## src/hdl/wbph_pkg.sv

```systemverilog
// Shared types and constants for the baseline-subtracted pulse height block.
`default_nettype none

package wbph_pkg;

  // Field widths fixed by the interface
  localparam int unsigned SampleW  = 16;
  localparam int unsigned ChargeW  = 25;
  localparam int unsigned CfgW     = 7;
  localparam int unsigned CfgIdxW  = 1;
  localparam int unsigned FracW    = 8;
  // |mean| <= 32768 * 256, so 24 magnitude bits
  localparam int unsigned MeanMagW = 24;

  // Defaults for the top-level parameters
  localparam int unsigned DefaultMaxWindow = 64;
  localparam int unsigned DefaultMaxLength = 4096;

  // Queue entries are sized for the largest supported window (1024)
  localparam int unsigned QueueSumW  = 27;
  localparam int unsigned QueueCntW  = 11;
  localparam int unsigned QueueDepth = 2;

  // Register indexes
  localparam logic [CfgIdxW-1:0] CfgIdxInitialCount = 1'b0;
  localparam logic [CfgIdxW-1:0] CfgIdxFinalCount   = 1'b1;

  localparam logic [CfgW-1:0] CfgCountReset = 7'd16;

  typedef struct packed {
    logic signed [SampleW-1:0] sample;
    logic                      last_sample;
  } in_item_t;

  typedef struct packed {
    logic signed [ChargeW-1:0] charge;
    logic                      too_short;
  } out_item_t;

  // One finished waveform handed from the front end to the divider
  typedef struct packed {
    logic signed [QueueSumW-1:0] baseline_sum;
    logic signed [QueueSumW-1:0] tail_sum;
    logic [QueueCntW-1:0]        initial_count;
    logic [QueueCntW-1:0]        final_count;
    logic                        too_short;
  } queue_entry_t;

endpackage

`default_nettype wire

```

## src/hdl/waveform_baseline_pulse_height.sv

```systemverilog
// Top level of the baseline-subtracted pulse height block.
`default_nettype none

// Takes one digitizer sample per request and, on the request flagged as the
// last sample, returns one result: the mean of the last final_count samples
// minus the mean of the first initial_count samples, signed Q8 (each mean is
// sum*256/count, truncated toward zero). Waveforms shorter than
// initial_count + final_count samples give charge 0 with too_short set.
// Count registers read 0 as 1 and clip at MAX_WINDOW; write them only while
// the block is idle. Rate: the front end takes one sample per clock; the
// baseline sum and a sliding tail sum are kept on the fly (the tail window is
// one memory, one write and one read per sample). Each finished waveform
// goes through a two-entry queue to a bit-serial divider that works out the
// baseline mean and then the tail mean, SUM_W+8 quotient bits each, with
// SUM_W = 16+log2(MAX_WINDOW)+1. Waveforms no shorter than the divider's
// time per waveform stream at one sample per clock; a run of shorter ones
// back-pressures the input once the queue fills. With the divider free, the
// last sample passes the stage 2 registers, the queue, both divisions and
// the result register before the result is valid.

module waveform_baseline_pulse_height #(
  parameter int unsigned MAX_WINDOW = wbph_pkg::DefaultMaxWindow,
  parameter int unsigned MAX_LENGTH = wbph_pkg::DefaultMaxLength
) (
  input  wire logic                          clk_i,
  input  wire logic                          rst_ni,
  // configuration writes
  input  wire logic                          cfg_we_i,
  input  wire logic [wbph_pkg::CfgIdxW-1:0]  cfg_index_i,
  input  wire logic [wbph_pkg::CfgW-1:0]     cfg_data_i,
  // sample requests
  input  wire logic                          in_valid_i,
  output logic                               in_ready_o,
  input  wire wbph_pkg::in_item_t            in_data_i,
  // results
  output logic                               out_valid_o,
  input  wire logic                          out_ready_i,
  output wbph_pkg::out_item_t                out_data_o
);

  logic [wbph_pkg::CfgW-1:0] cfg_initial_q, cfg_final_q;

  // Register file: two count registers
  always_ff @(posedge clk_i or negedge rst_ni) begin
    if (!rst_ni) begin
      cfg_initial_q <= wbph_pkg::CfgCountReset;
      cfg_final_q   <= wbph_pkg::CfgCountReset;
    end else if (cfg_we_i) begin
      if (cfg_index_i == wbph_pkg::CfgIdxInitialCount) begin
        cfg_initial_q <= cfg_data_i;
      end else if (cfg_index_i == wbph_pkg::CfgIdxFinalCount) begin
        cfg_final_q <= cfg_data_i;
      end
    end
  end

  logic                   q_push, q_pop, q_full, q_empty;
  wbph_pkg::queue_entry_t q_in, q_head;

  // Front end: per-sample sums and tail window
  wbph_front #(
    .MaxWindow(MAX_WINDOW),
    .MaxLength(MAX_LENGTH)
  ) u_front (
    .clk_i         (clk_i),
    .rst_ni        (rst_ni),
    .cfg_initial_i (cfg_initial_q),
    .cfg_final_i   (cfg_final_q),
    .in_valid_i    (in_valid_i),
    .in_ready_o    (in_ready_o),
    .in_data_i     (in_data_i),
    .q_push_o      (q_push),
    .q_full_i      (q_full),
    .q_entry_o     (q_in)
  );

  // Finished waveforms waiting for the divider
  wbph_fifo #(
    .Depth(wbph_pkg::QueueDepth)
  ) u_fifo (
    .clk_i       (clk_i),
    .rst_ni      (rst_ni),
    .push_i      (q_push),
    .push_data_i (q_in),
    .pop_i       (q_pop),
    .head_o      (q_head),
    .full_o      (q_full),
    .empty_o     (q_empty)
  );

  // Back end: divider and result register
  wbph_back #(
    .MaxWindow(MAX_WINDOW)
  ) u_back (
    .clk_i       (clk_i),
    .rst_ni      (rst_ni),
    .q_empty_i   (q_empty),
    .q_entry_i   (q_head),
    .q_pop_o     (q_pop),
    .out_valid_o (out_valid_o),
    .out_ready_i (out_ready_i),
    .out_data_o  (out_data_o)
  );

endmodule

`default_nettype wire

```

## src/hdl/wbph_front.sv

```systemverilog
// Front end: per-sample accumulation, tail window memory and sliding tail sum.
`default_nettype none

module wbph_front #(
  parameter int unsigned MaxWindow = wbph_pkg::DefaultMaxWindow,
  parameter int unsigned MaxLength = wbph_pkg::DefaultMaxLength
) (
  input  wire logic                        clk_i,
  input  wire logic                        rst_ni,
  input  wire logic [wbph_pkg::CfgW-1:0]   cfg_initial_i,
  input  wire logic [wbph_pkg::CfgW-1:0]   cfg_final_i,
  input  wire logic                        in_valid_i,
  output logic                             in_ready_o,
  input  wire wbph_pkg::in_item_t          in_data_i,
  output logic                             q_push_o,
  input  wire logic                        q_full_i,
  output wbph_pkg::queue_entry_t           q_entry_o
);

  localparam int unsigned PtrW  = (MaxWindow > 1) ? $clog2(MaxWindow) : 1;
  localparam int unsigned AddrW = PtrW + 1;
  localparam int unsigned NW    = $clog2(MaxWindow + 1);
  localparam int unsigned LW    = $clog2(MaxLength + 1);
  localparam int unsigned SumW  = wbph_pkg::SampleW + $clog2(MaxWindow) + 1;

  function automatic logic [NW-1:0] clamp_count(input logic [wbph_pkg::CfgW-1:0] v);
    logic [NW-1:0] r;
    if (v == '0) begin
      r = NW'(1);
    end else if (32'(v) > MaxWindow) begin
      r = NW'(MaxWindow);
    end else begin
      r = NW'(v);
    end
    return r;
  endfunction

  logic [NW-1:0] n, m;
  assign n = clamp_count(cfg_initial_i);
  assign m = clamp_count(cfg_final_i);

  // Window storage
  logic signed [wbph_pkg::SampleW-1:0] win_mem [MaxWindow];
  logic signed [wbph_pkg::SampleW-1:0] evict_data_q;

  // Stage 1 state
  logic [LW-1:0]          count_q;
  logic signed [SumW-1:0] bl_q;
  logic [PtrW-1:0]        ptr_q;

  // Stage 2 (tail update) registers
  logic                                s2_valid_q, s2_last_q;
  logic signed [wbph_pkg::SampleW-1:0] s2_sample_q;
  logic                                s2_evict_q, s2_short_q;
  logic signed [SumW-1:0]              s2_bl_q;
  logic [NW-1:0]                       s2_n_q, s2_m_q;
  logic signed [SumW-1:0]              tail_q;

  logic                   accept, s2_adv;
  logic [LW-1:0]          count_next;
  logic signed [SumW-1:0] bl_next, tail_next, evict_ext;
  logic [PtrW-1:0]        ptr_next, ev_addr;
  logic [AddrW-1:0]       ev_sum;
  logic                   take_base, evict, short_d;

  assign s2_adv     = s2_valid_q && (!s2_last_q || !q_full_i);
  assign in_ready_o = !s2_valid_q || s2_adv;
  assign accept     = in_valid_i && in_ready_o;

  assign count_next = (32'(count_q) < MaxLength) ? count_q + LW'(1) : count_q;
  assign take_base  = 32'(count_q) < 32'(n);
  assign bl_next    = bl_q + (take_base ? SumW'(in_data_i.sample) : SumW'(0));
  assign evict      = 32'(count_q) >= 32'(m);
  assign short_d    = 32'(count_next) < (32'(n) + 32'(m));
  assign ptr_next   = (32'(ptr_q) == MaxWindow - 1) ? '0 : ptr_q + PtrW'(1);

  // Slot of the sample that drops out of the tail window: ptr - m, modulo window
  assign ev_sum  = {1'b0, ptr_q} + AddrW'(MaxWindow) - AddrW'(m);
  assign ev_addr = (32'(ev_sum) >= MaxWindow) ? PtrW'(ev_sum - AddrW'(MaxWindow))
                                              : PtrW'(ev_sum);

  assign evict_ext = s2_evict_q ? SumW'(evict_data_q) : SumW'(0);
  assign tail_next = tail_q + SumW'(s2_sample_q) - evict_ext;

  // Read-before-write: with a full-size window the evicted slot is the one written
  always_ff @(posedge clk_i) begin
    if (accept) begin
      win_mem[ptr_q] <= in_data_i.sample;
      evict_data_q   <= win_mem[ev_addr];
    end
  end

  always_ff @(posedge clk_i) begin
    if (accept) begin
      s2_sample_q <= in_data_i.sample;
      s2_evict_q  <= evict;
      s2_short_q  <= short_d;
      s2_bl_q     <= bl_next;
      s2_n_q      <= n;
      s2_m_q      <= m;
    end
  end

  always_ff @(posedge clk_i or negedge rst_ni) begin
    if (!rst_ni) begin
      count_q    <= '0;
      bl_q       <= '0;
      ptr_q      <= '0;
      tail_q     <= '0;
      s2_valid_q <= 1'b0;
      s2_last_q  <= 1'b0;
    end else begin
      if (accept) begin
        s2_valid_q <= 1'b1;
        s2_last_q  <= in_data_i.last_sample;
        if (in_data_i.last_sample) begin
          count_q <= '0;
          bl_q    <= '0;
          ptr_q   <= '0;
        end else begin
          count_q <= count_next;
          bl_q    <= bl_next;
          ptr_q   <= ptr_next;
        end
      end else if (s2_adv) begin
        s2_valid_q <= 1'b0;
      end
      if (s2_adv) begin
        tail_q <= s2_last_q ? SumW'(0) : tail_next;
      end
    end
  end

  assign q_push_o                = s2_adv && s2_last_q;
  assign q_entry_o.baseline_sum  = wbph_pkg::QueueSumW'(s2_bl_q);
  assign q_entry_o.tail_sum      = wbph_pkg::QueueSumW'(tail_next);
  assign q_entry_o.initial_count = wbph_pkg::QueueCntW'(s2_n_q);
  assign q_entry_o.final_count   = wbph_pkg::QueueCntW'(s2_m_q);
  assign q_entry_o.too_short     = s2_short_q;

endmodule

`default_nettype wire

```

## src/hdl/wbph_fifo.sv

```systemverilog
// Short queue of finished waveforms between the front end and the divider.
`default_nettype none

module wbph_fifo #(
  parameter int unsigned Depth = wbph_pkg::QueueDepth
) (
  input  wire logic                    clk_i,
  input  wire logic                    rst_ni,
  input  wire logic                    push_i,
  input  wire wbph_pkg::queue_entry_t  push_data_i,
  input  wire logic                    pop_i,
  output wbph_pkg::queue_entry_t       head_o,
  output logic                         full_o,
  output logic                         empty_o
);

  localparam int unsigned PtrW = (Depth > 1) ? $clog2(Depth) : 1;
  localparam int unsigned CntW = $clog2(Depth + 1);

  wbph_pkg::queue_entry_t entries_q [Depth];
  logic [PtrW-1:0] wr_ptr_q, rd_ptr_q;
  logic [CntW-1:0] count_q;
  logic            do_push, do_pop;

  assign full_o  = 32'(count_q) == Depth;
  assign empty_o = count_q == '0;
  assign do_push = push_i && !full_o;
  assign do_pop  = pop_i && !empty_o;
  assign head_o  = entries_q[rd_ptr_q];

  always_ff @(posedge clk_i) begin
    if (do_push) begin
      entries_q[wr_ptr_q] <= push_data_i;
    end
  end

  always_ff @(posedge clk_i or negedge rst_ni) begin
    if (!rst_ni) begin
      wr_ptr_q <= '0;
      rd_ptr_q <= '0;
      count_q  <= '0;
    end else begin
      if (do_push) begin
        wr_ptr_q <= (32'(wr_ptr_q) == Depth - 1) ? '0 : wr_ptr_q + PtrW'(1);
      end
      if (do_pop) begin
        rd_ptr_q <= (32'(rd_ptr_q) == Depth - 1) ? '0 : rd_ptr_q + PtrW'(1);
      end
      if (do_push && !do_pop) begin
        count_q <= count_q + CntW'(1);
      end else if (do_pop && !do_push) begin
        count_q <= count_q - CntW'(1);
      end
    end
  end

endmodule

`default_nettype wire

```

## src/hdl/wbph_back.sv

```systemverilog
// Back end: bit-serial division of both sums into Q8 means and the result register.
`default_nettype none

module wbph_back #(
  parameter int unsigned MaxWindow = wbph_pkg::DefaultMaxWindow
) (
  input  wire logic                    clk_i,
  input  wire logic                    rst_ni,
  input  wire logic                    q_empty_i,
  input  wire wbph_pkg::queue_entry_t  q_entry_i,
  output logic                         q_pop_o,
  output logic                         out_valid_o,
  input  wire logic                    out_ready_i,
  output wbph_pkg::out_item_t          out_data_o
);

  localparam int unsigned NW    = $clog2(MaxWindow + 1);
  localparam int unsigned SumW  = wbph_pkg::SampleW + $clog2(MaxWindow) + 1;
  localparam int unsigned DivW  = SumW + wbph_pkg::FracW;
  localparam int unsigned IterW = $clog2(DivW + 1);

  typedef enum logic [1:0] {
    ST_IDLE,
    ST_DIV_BASE,
    ST_DIV_TAIL,
    ST_DONE
  } state_e;

  // |v| * 256 as an unsigned dividend
  function automatic logic [DivW-1:0] scaled_mag(input logic signed [SumW-1:0] v);
    logic [SumW-1:0] mag;
    mag = v[SumW-1] ? SumW'(-v) : SumW'(v);
    return {mag, wbph_pkg::FracW'(0)};
  endfunction

  state_e                              state_q;
  logic [NW-1:0]                       rem_q, divisor_q, m_q;
  logic [DivW-1:0]                     quo_q;
  logic [IterW-1:0]                    iter_q;
  logic                                neg_q;
  logic signed [SumW-1:0]              tail_sum_q;
  logic signed [wbph_pkg::ChargeW-1:0] base_mean_q;
  wbph_pkg::out_item_t                 res_q, out_q;
  logic                                out_valid_q;

  logic [NW:0]                         shifted;
  logic                                ge;
  logic [NW-1:0]                       rem_step;
  logic [DivW-1:0]                     quo_step;
  logic [wbph_pkg::ChargeW-1:0]        mag_ext;
  logic signed [wbph_pkg::ChargeW-1:0] mean_val;
  logic signed [SumW-1:0]              base_in;

  // One restoring-division step per cycle
  assign shifted  = {rem_q, quo_q[DivW-1]};
  assign ge       = shifted >= {1'b0, divisor_q};
  assign rem_step = ge ? NW'(shifted - {1'b0, divisor_q}) : NW'(shifted);
  assign quo_step = {quo_q[DivW-2:0], ge};
  assign mag_ext  = wbph_pkg::ChargeW'(quo_step[wbph_pkg::MeanMagW-1:0]);
  assign mean_val = neg_q ? -$signed(mag_ext) : $signed(mag_ext);
  assign base_in  = SumW'(q_entry_i.baseline_sum);

  assign q_pop_o     = (state_q == ST_IDLE) && !q_empty_i;
  assign out_valid_o = out_valid_q;
  assign out_data_o  = out_q;

  always_ff @(posedge clk_i or negedge rst_ni) begin
    if (!rst_ni) begin
      state_q     <= ST_IDLE;
      rem_q       <= '0;
      divisor_q   <= '0;
      m_q         <= '0;
      quo_q       <= '0;
      iter_q      <= '0;
      neg_q       <= 1'b0;
      tail_sum_q  <= '0;
      base_mean_q <= '0;
      res_q       <= '0;
      out_q       <= '0;
      out_valid_q <= 1'b0;
    end else begin
      if (out_valid_q && out_ready_i) begin
        out_valid_q <= 1'b0;
      end
      unique case (state_q)
        ST_IDLE: begin
          if (!q_empty_i) begin
            if (q_entry_i.too_short) begin
              res_q.charge    <= '0;
              res_q.too_short <= 1'b1;
              state_q         <= ST_DONE;
            end else begin
              neg_q      <= base_in[SumW-1];
              quo_q      <= scaled_mag(base_in);
              rem_q      <= '0;
              divisor_q  <= NW'(q_entry_i.initial_count);
              m_q        <= NW'(q_entry_i.final_count);
              tail_sum_q <= SumW'(q_entry_i.tail_sum);
              iter_q     <= IterW'(DivW - 1);
              state_q    <= ST_DIV_BASE;
            end
          end
        end
        ST_DIV_BASE: begin
          rem_q  <= rem_step;
          quo_q  <= quo_step;
          iter_q <= iter_q - IterW'(1);
          if (iter_q == '0) begin
            base_mean_q <= mean_val;
            neg_q       <= tail_sum_q[SumW-1];
            quo_q       <= scaled_mag(tail_sum_q);
            rem_q       <= '0;
            divisor_q   <= m_q;
            iter_q      <= IterW'(DivW - 1);
            state_q     <= ST_DIV_TAIL;
          end
        end
        ST_DIV_TAIL: begin
          rem_q  <= rem_step;
          quo_q  <= quo_step;
          iter_q <= iter_q - IterW'(1);
          if (iter_q == '0) begin
            res_q.charge    <= mean_val - base_mean_q;
            res_q.too_short <= 1'b0;
            state_q         <= ST_DONE;
          end
        end
        ST_DONE: begin
          if (!out_valid_q || out_ready_i) begin
            out_q       <= res_q;
            out_valid_q <= 1'b1;
            state_q     <= ST_IDLE;
          end
        end
        default: begin
          state_q <= ST_IDLE;
        end
      endcase
    end
  end

endmodule

`default_nettype wire
```

## config.mk

```make
export PLATFORM = sky130hd
export DESIGN_NAME = waveform_baseline_pulse_height
export DESIGN_NICKNAME = d
export VERILOG_FILES = /design/src/hdl/wbph_pkg.sv /design/src/hdl/waveform_baseline_pulse_height.sv /design/src/hdl/wbph_front.sv /design/src/hdl/wbph_fifo.sv /design/src/hdl/wbph_back.sv
export SDC_FILE = /design/constraint.sdc
export NUM_CORES = 2
export LEC_CHECK = 0
export CORE_MARGIN = 1
export CORE_UTILIZATION = 25
export CTS_BUF_LIST = sky130_fd_sc_hd__clkbuf_8
export CTS_CLUSTER_DIAMETER = 100
export DETAILED_ROUTE_END_ITERATION = 6
export DONT_BUFFER_PORTS = 1
export GPL_ROUTABILITY_DRIVEN = 0
export SLEW_MARGIN = 10
export SYNTH_ARGS = -nofsm -noshare
export SYNTH_HDL_FRONTEND = slang
export SYNTH_SLANG_ARGS = --single-unit
```

## constraint.sdc

```tcl
create_clock -name clk_i -period 7.5 [get_ports clk_i]
set_input_delay 1.875 -clock clk_i [delete_from_list [all_inputs] [get_ports clk_i]]
set_output_delay 1.875 -clock clk_i [all_outputs]
set_load 0.005 [all_outputs]
```

# == Word-level counts from Yosys, hierarchy flattened ==
# Memories as Yosys holds them, arrays and structs flattened. A register that Yosys moved wholly into a read port is not among the register bits.
# Cells that the tools add are included.
# word_totals
register_bits,301
latch_bits,0
mem_bits_rw,1162
rom_bits,0
in_bits,30
out_inout_bits,28
word_cells,172
mem_count,2
# classes
addsub,19
multipliers,0
n_div,0
n_lt_le_gt_ge,8
eq_ne,11
shift,0
n_mux,60
bitwise,3
n_reduce_logical,38
# memory_table
memory,words,word_bits,read_ports,rd_ports_with_merged_regs,wr,line,source
u_front.win_mem,64,16,1,1,1,wbph_front.sv:43,logic signed [wbph_pkg::SampleW-1:0] win_mem [MaxWindow];
u_fifo.entries_q,2,69,1,0,1,wbph_fifo.sv:20,wbph_pkg::queue_entry_t entries_q [Depth];
# op_table
cell,count
$mux 23,6
$mux 31,3
$pmux 31 s3,1
$mux 26,3
$mux 7,11
$pmux 26 s2,1
$neg 23->23,2
$lt 13x32->1,1
$mux 13,2
$mux 25,1
$neg 24->25,1
$sub 25x25->25,1
$add 23x16->23,1
$add 23x23->23,1
$sub 23x23->23,1
$pmux 7 s3,1
$mux 6,3
$mux 5,3
$pmux 5 s3,1
$gt 7x7->1 const B,2
$logic_not 7->1,2
$mux 1,14
$mux 2,7
$pmux 7 s2,1
33 further kinds,69

# == Longest topological paths before layout ==
# depth
word_depth,10
ltp_mapped,26
mapped_depth_nobuf,25

# == Hierarchy ==
# A second synthesis with hierarchy kept.
# unflattened
cells_unflattened,3874
hier_area_um2,64817.2
# by_module_without_submodules
mod,instances,cells_each,area_per_inst_um2,seq_area_each_um2
wbph_front,1,2528,48684.2,34558.1
wbph_back,1,1056,9731.8,4028.9
wbph_fifo,1,259,5833.1,4724.5
waveform_baseline_pulse_height,1,31,568.0,352.8

# == Least setup slack after synthesis ==
# Ideal clock, no wire load.
# synth_path
kind,register to register
startpoint,register u_fifo.count_q[1]
endpoint,memory u_fifo.entries_q[0][0] (netlist name) (enable)
setup_ns,0.555
t_arrival_ns,4.754
t_required_ns,6.945
path_slack_ns,2.191
stages_incl_launch_ff,3
path_buffers,0
synth_period_minus_slack_ns,5.309
cell_sequence,dfrtp_1 nor2b_1 nor3_1
# synth_via
elab_chain_len,8
# synth_lines
item,line,source
"start, declared",wbph_fifo.sv:22,logic [CntW-1:0] count_q;
"start signal, assigned",wbph_fifo.sv:50,count_q <= count_q + CntW'(1);
"start signal, assigned",wbph_fifo.sv:52,count_q <= count_q - CntW'(1);
$eq 2x2->1 (*),wbph_fifo.sv:25,assign full_o = 32'(count_q) == Depth;
$logic_not 1->1 (*),"wbph_front.sv:66, wbph_fifo.sv:27",
$logic_or 1x1->1,wbph_front.sv:66,assign s2_adv = s2_valid_q && (!s2_last_q || !q_full_i);
$logic_and 1x1->1,wbph_front.sv:66,
$logic_and 1x1->1,wbph_front.sv:134,assign q_push_o = s2_adv && s2_last_q;
$logic_and 1x1->1 (*),wbph_fifo.sv:27,assign do_push = push_i && !full_o;
$mux 1 (*),wbph_fifo.sv:32,if (do_push) begin
$mux 1 (not written as such) (*),wbph_fifo.sv:33,entries_q[wr_ptr_q] <= push_data_i;
"end, declared",wbph_fifo.sv:20,
# Every way passes the cells marked *; elsewhere a longest branch is shown, timed or not.

# == Final worst setup path ==
# layout_path
startpoint,register u_back.quo_q[30]
endpoint,register u_back.res_q[23] (netlist name)
# layout_via
elab_chain_len,6
# layout_lines
item,line,source
"start, declared",wbph_back.sv:38,logic [DivW-1:0] quo_q;
"start signal, assigned",wbph_back.sv:94,quo_q <= scaled_mag(base_in);
"start signal, assigned",wbph_back.sv:106,quo_q <= quo_step;
"start signal, assigned",wbph_back.sv:111,quo_q <= scaled_mag(tail_sum_q);
$ge 8x7->1,wbph_back.sv:56,"assign ge = shifted >= {1'b0, divisor_q};"
$neg 24->25,wbph_back.sv:60,assign mean_val = neg_q ? -$signed(mag_ext) : $signed(mag_ext);
$mux 25,wbph_back.sv:60,
"named net u_back.mean_val, one bit",wbph_back.sv:51,logic signed [wbph_pkg::ChargeW-1:0] mean_val;
$sub 25x25->25,wbph_back.sv:123,res_q.charge <= mean_val - base_mean_q;
$mux 26,wbph_back.sv:122,if (iter_q == '0) begin
$pmux 26 s2,wbph_back.sv:85,unique case (state_q)
"end, declared",wbph_back.sv:43,"wbph_pkg::out_item_t res_q, out_q;"
# The timed path passes the listed nets, and every way through them passes these cells. The select of a mux whose other input is x is not followed.
# A chain may end at the register's enable or synchronous reset.

==> reports/results.ini <==
[logic_synthesis]
netlist_area_sq_mm=0.0627
synth_top_area_share_pct=58.3
yosys-top-cells-area=edfxtp_1, mux4_2, dfrtp_1
yosys_warnings=0
synth_cells=3776
synthFlopType=edfxtp_1
async_flop_share_pct=16.8
synth_commonest_cells=edfxtp_1, mux4_2, dfrtp_1
yosysMostFrequentCell=edfxtp_1
synthDistinctLibCells=83
yosysTopAreaCell=edfxtp_1
syn_area_per_cell_sq_um=16.6
ys_seq_area_share_pct=68.1
syn_nets=3952
synth_edf_count=1217
yosys_register_bits=1463

[sta]
fin_crit_ns=5.98
fin_crit_sh_pct=79.7
slew_violations=0
holdWs_ns=0.426
hold_violations=0
rsz0062_at_grt=no
max_freq_mhz=167
tightest_slew_ns=1.21
setup_tns_ns=0
finalSetupViolCount=0
skew_ns=0.0877
max-slew-margin-rel_pct=19.4

[final_layout]
fill_cells=24900
nNetsFinal=4108
drive_gt1_share_pct=19.5
area_growth_pct=14.2
final_util_pct=28.7

[worst_setup_path]
crit_fanout=15
critPathRequiredTime_ns=8.29
critPathCaptureType=flop
rr_worst_depth=25
worst_path_max_delay_cell=fa_1
arrival_ns=6.77
r2r_slack_ns=1.52
r2r_start=u_back.quo_q[30]$_DFFE_PN0P_
r2r_end=u_back.res_q[23]$_DFFE_PN0P_
cp_slowest_stage_delay_ns=0.47
worst-setup-path-type=reg -> reg
start_kind=flop

[hold_path]
hold_class=reg -> reg
hold_depth=0
holdPathEnd=u_fifo.entries_q[0][46]$_DFFE_PP_
hold_start=u_front.s2_bl_q[4]$_DFFE_PP_

[pwr]
pwr-share-seq_pct=37.1
cell_internal_pwr_mw=18.3
p_per_area_mw_per_mm2=403
peakVddDrop_v=0.000286
leakagePower_nw=24.9
power_frac_clock_pct=22.6
p_switching_mw=10.5
switching_share_pct=36.5
pwr-share-comb_pct=40.3

[clock_network]
cts-root-buf=clkbuf_8
cts_tree=yes
postCtsHoldBufs=0
clock_latency_ns=0.97
cts.sinks=1463
cts_buffers=226
htreeDepth=4
cts_resized=0
path_clk_slew_ns=0.07
cts_buffer_depth=3
post_cts_buffers=0

[global_route]
grt_pass1_vias=34700
grtUsageTotal_pct=11.6
grt_antenna_before_repair=8
grt_first_pass_wirelength_mm=222
grt_max_degree=247
grt-ovfl-total=0

[floorplan]
initial_core_util_pct=25.2
placementRows=183
die_area_sq_mm=0.253
dieWidth_um=503
core_sq_mm=0.249
ios=58
die_y_um=503

[run]
maxCapViolCount=0

[route]
via_count=33500
drcViolationCount=0
via_per_inst=4.49
wl_per_cell_um=19.8
totalWireLength_mm=148
antenna_left=0
drt_iter0_drc=2765
dr.pass1.iters=5

[place]
post-dp-hpwl_mm=88.8
io_buffers=0

[run_status]
status=completed

how the worst max path moves through the flow:
| stage | start | to | cells after the start |
|---|---|---|---|
| after global placement | u_back.quo_q[30]$_DFFE_PN0P_ | u_back.res_q[22]$_DFFE_PN0P_ | 24 |
| final | u_back.quo_q[30]$_DFFE_PN0P_ | u_back.res_q[23]$_DFFE_PN0P_ | 25 |
| after floorplan | u_fifo.count_q[1]$_DFFE_PN0P_ | u_fifo.entries_q[0][0]$_DFFE_PP_ | 2 |
| after CTS | u_back.quo_q[30]$_DFFE_PN0P_ | u_back.res_q[23]$_DFFE_PN0P_ | 25 |
| after global routing | u_back.quo_q[30]$_DFFE_PN0P_ | u_back.res_q[23]$_DFFE_PN0P_ | 25 |
| after detailed placement | u_back.quo_q[30]$_DFFE_PN0P_ | u_back.res_q[23]$_DFFE_PN0P_ | 25 |
cell families (layout without fill, tap and decap cells):
kind of cell,count (synthesis),in the layout,synth area share [%]
DFF,1463,1463,68.1
and+or+nand+nor,640,640,4.76
muxes,452,452,13.7
AOI/OAI and AO/OA,590,590,6.00
xor gates and xnor gates,154,154,2.16
adders and majority gates,146,146,3.24
buffers and inverters,331,683,2.04
other,0,9,0
state kept, by name (all words and copies together) (netlist names), 23 cells and up:
register	count
u_front.win_mem	1024
u_fifo.entries_q	122
u_back.quo_q	31
u_back.out_data_o	26
u_back.res_q	26
u_back.base_mean_q	25
u_back.tail_sum_q	23
u_front.bl_q	23
u_front.s2_bl_q	23
u_front.tail_q	23
cell usage in the layout (no fill, tap or decap), drive strengths merged, types with 23 or more instances in the layout:
cell type | synthesis | layout
a211oi | 28 | 28
a21o | 36 | 36
a21oi | 173 | 173
a22o | 54 | 54
and2 | 43 | 43
buf | 57 | 93
clkbuf | 108 | 244
clkinv | 1 | 87
dfrtp | 244 | 244
edfxtp | 1217 | 1217
fa | 27 | 27
ha | 119 | 119
inv | 165 | 250
mux2 | 54 | 54
mux2i | 78 | 78
mux4 | 320 | 320
nand2 | 190 | 190
nand2b | 23 | 23
nand3 | 27 | 27
nor2 | 212 | 212
nor2b | 29 | 29
nor3 | 39 | 39
o21ai | 169 | 169
o31ai | 27 | 27
xnor2 | 99 | 99
xor2 | 55 | 55
worst max-delay path: cells and delay by family (launching register included):
family | cells | cell delay (ns)
AOI/OAI and AO/OA | 12 | 2.25
adders and majority gates | 4 | 1.21
and+or+nand+nor | 3 | 0.92
buffers and inverters | 4 | 0.69
DFF | 1 | 0.40
xor gates and xnor gates | 2 | 0.36
metal layers:
metal	routed length [um]	track usage, %	share of wire [%]	vias up
met2	71000	19.2	48	928
li1	-	-	-	15100
met4	3260	3.30	2.2	0
met5	0	0	0	-
met1	64900	15.4	44	17300
met3	8640	2.40	5.8	218
through the flow:
step	worst slack (ns)	instance area [sq um]	instances	power, mW
CTS	1.64	71600	7458	29.1
finish	1.52	71600	7467	28.9
floorplan	2.19	62700	3776	19.2
global placement	1.76	67100	7034	22.3
detailed placement	1.67	67100	7034	22.5
global route	1.03	71600	7462	30.6
power by group through the flow:
| stage | clock (mW) | sequential, mW | combinational (mW) |
|---|---|---|---|
| floorplan | 0 | 10.5 | 8.67 |
| global placement | 0 | 10.8 | 11.5 |
| detailed placement | 0 | 10.9 | 11.6 |
| CTS | 6.72 | 10.7 | 11.7 |
| global route | 7.08 | 10.8 | 12.7 |
| finish | 6.53 | 10.7 | 11.6 |
area by class of cell:
type	count	area (sq um)	share of cell area (%)
Clock buffer	244	3360	4.69
Antenna cell	9	22.5	0.0315
Multi-Input combinational cell	1982	18800	26.3
Sequential cell	1463	42700	59.6
Tap cell	3330	4170	5.82
Inverter	166	624	0.872
Clock inverter	180	1110	1.55
Timing Repair Buffer	93	811	1.13
(Power assumes the default switching activity.)
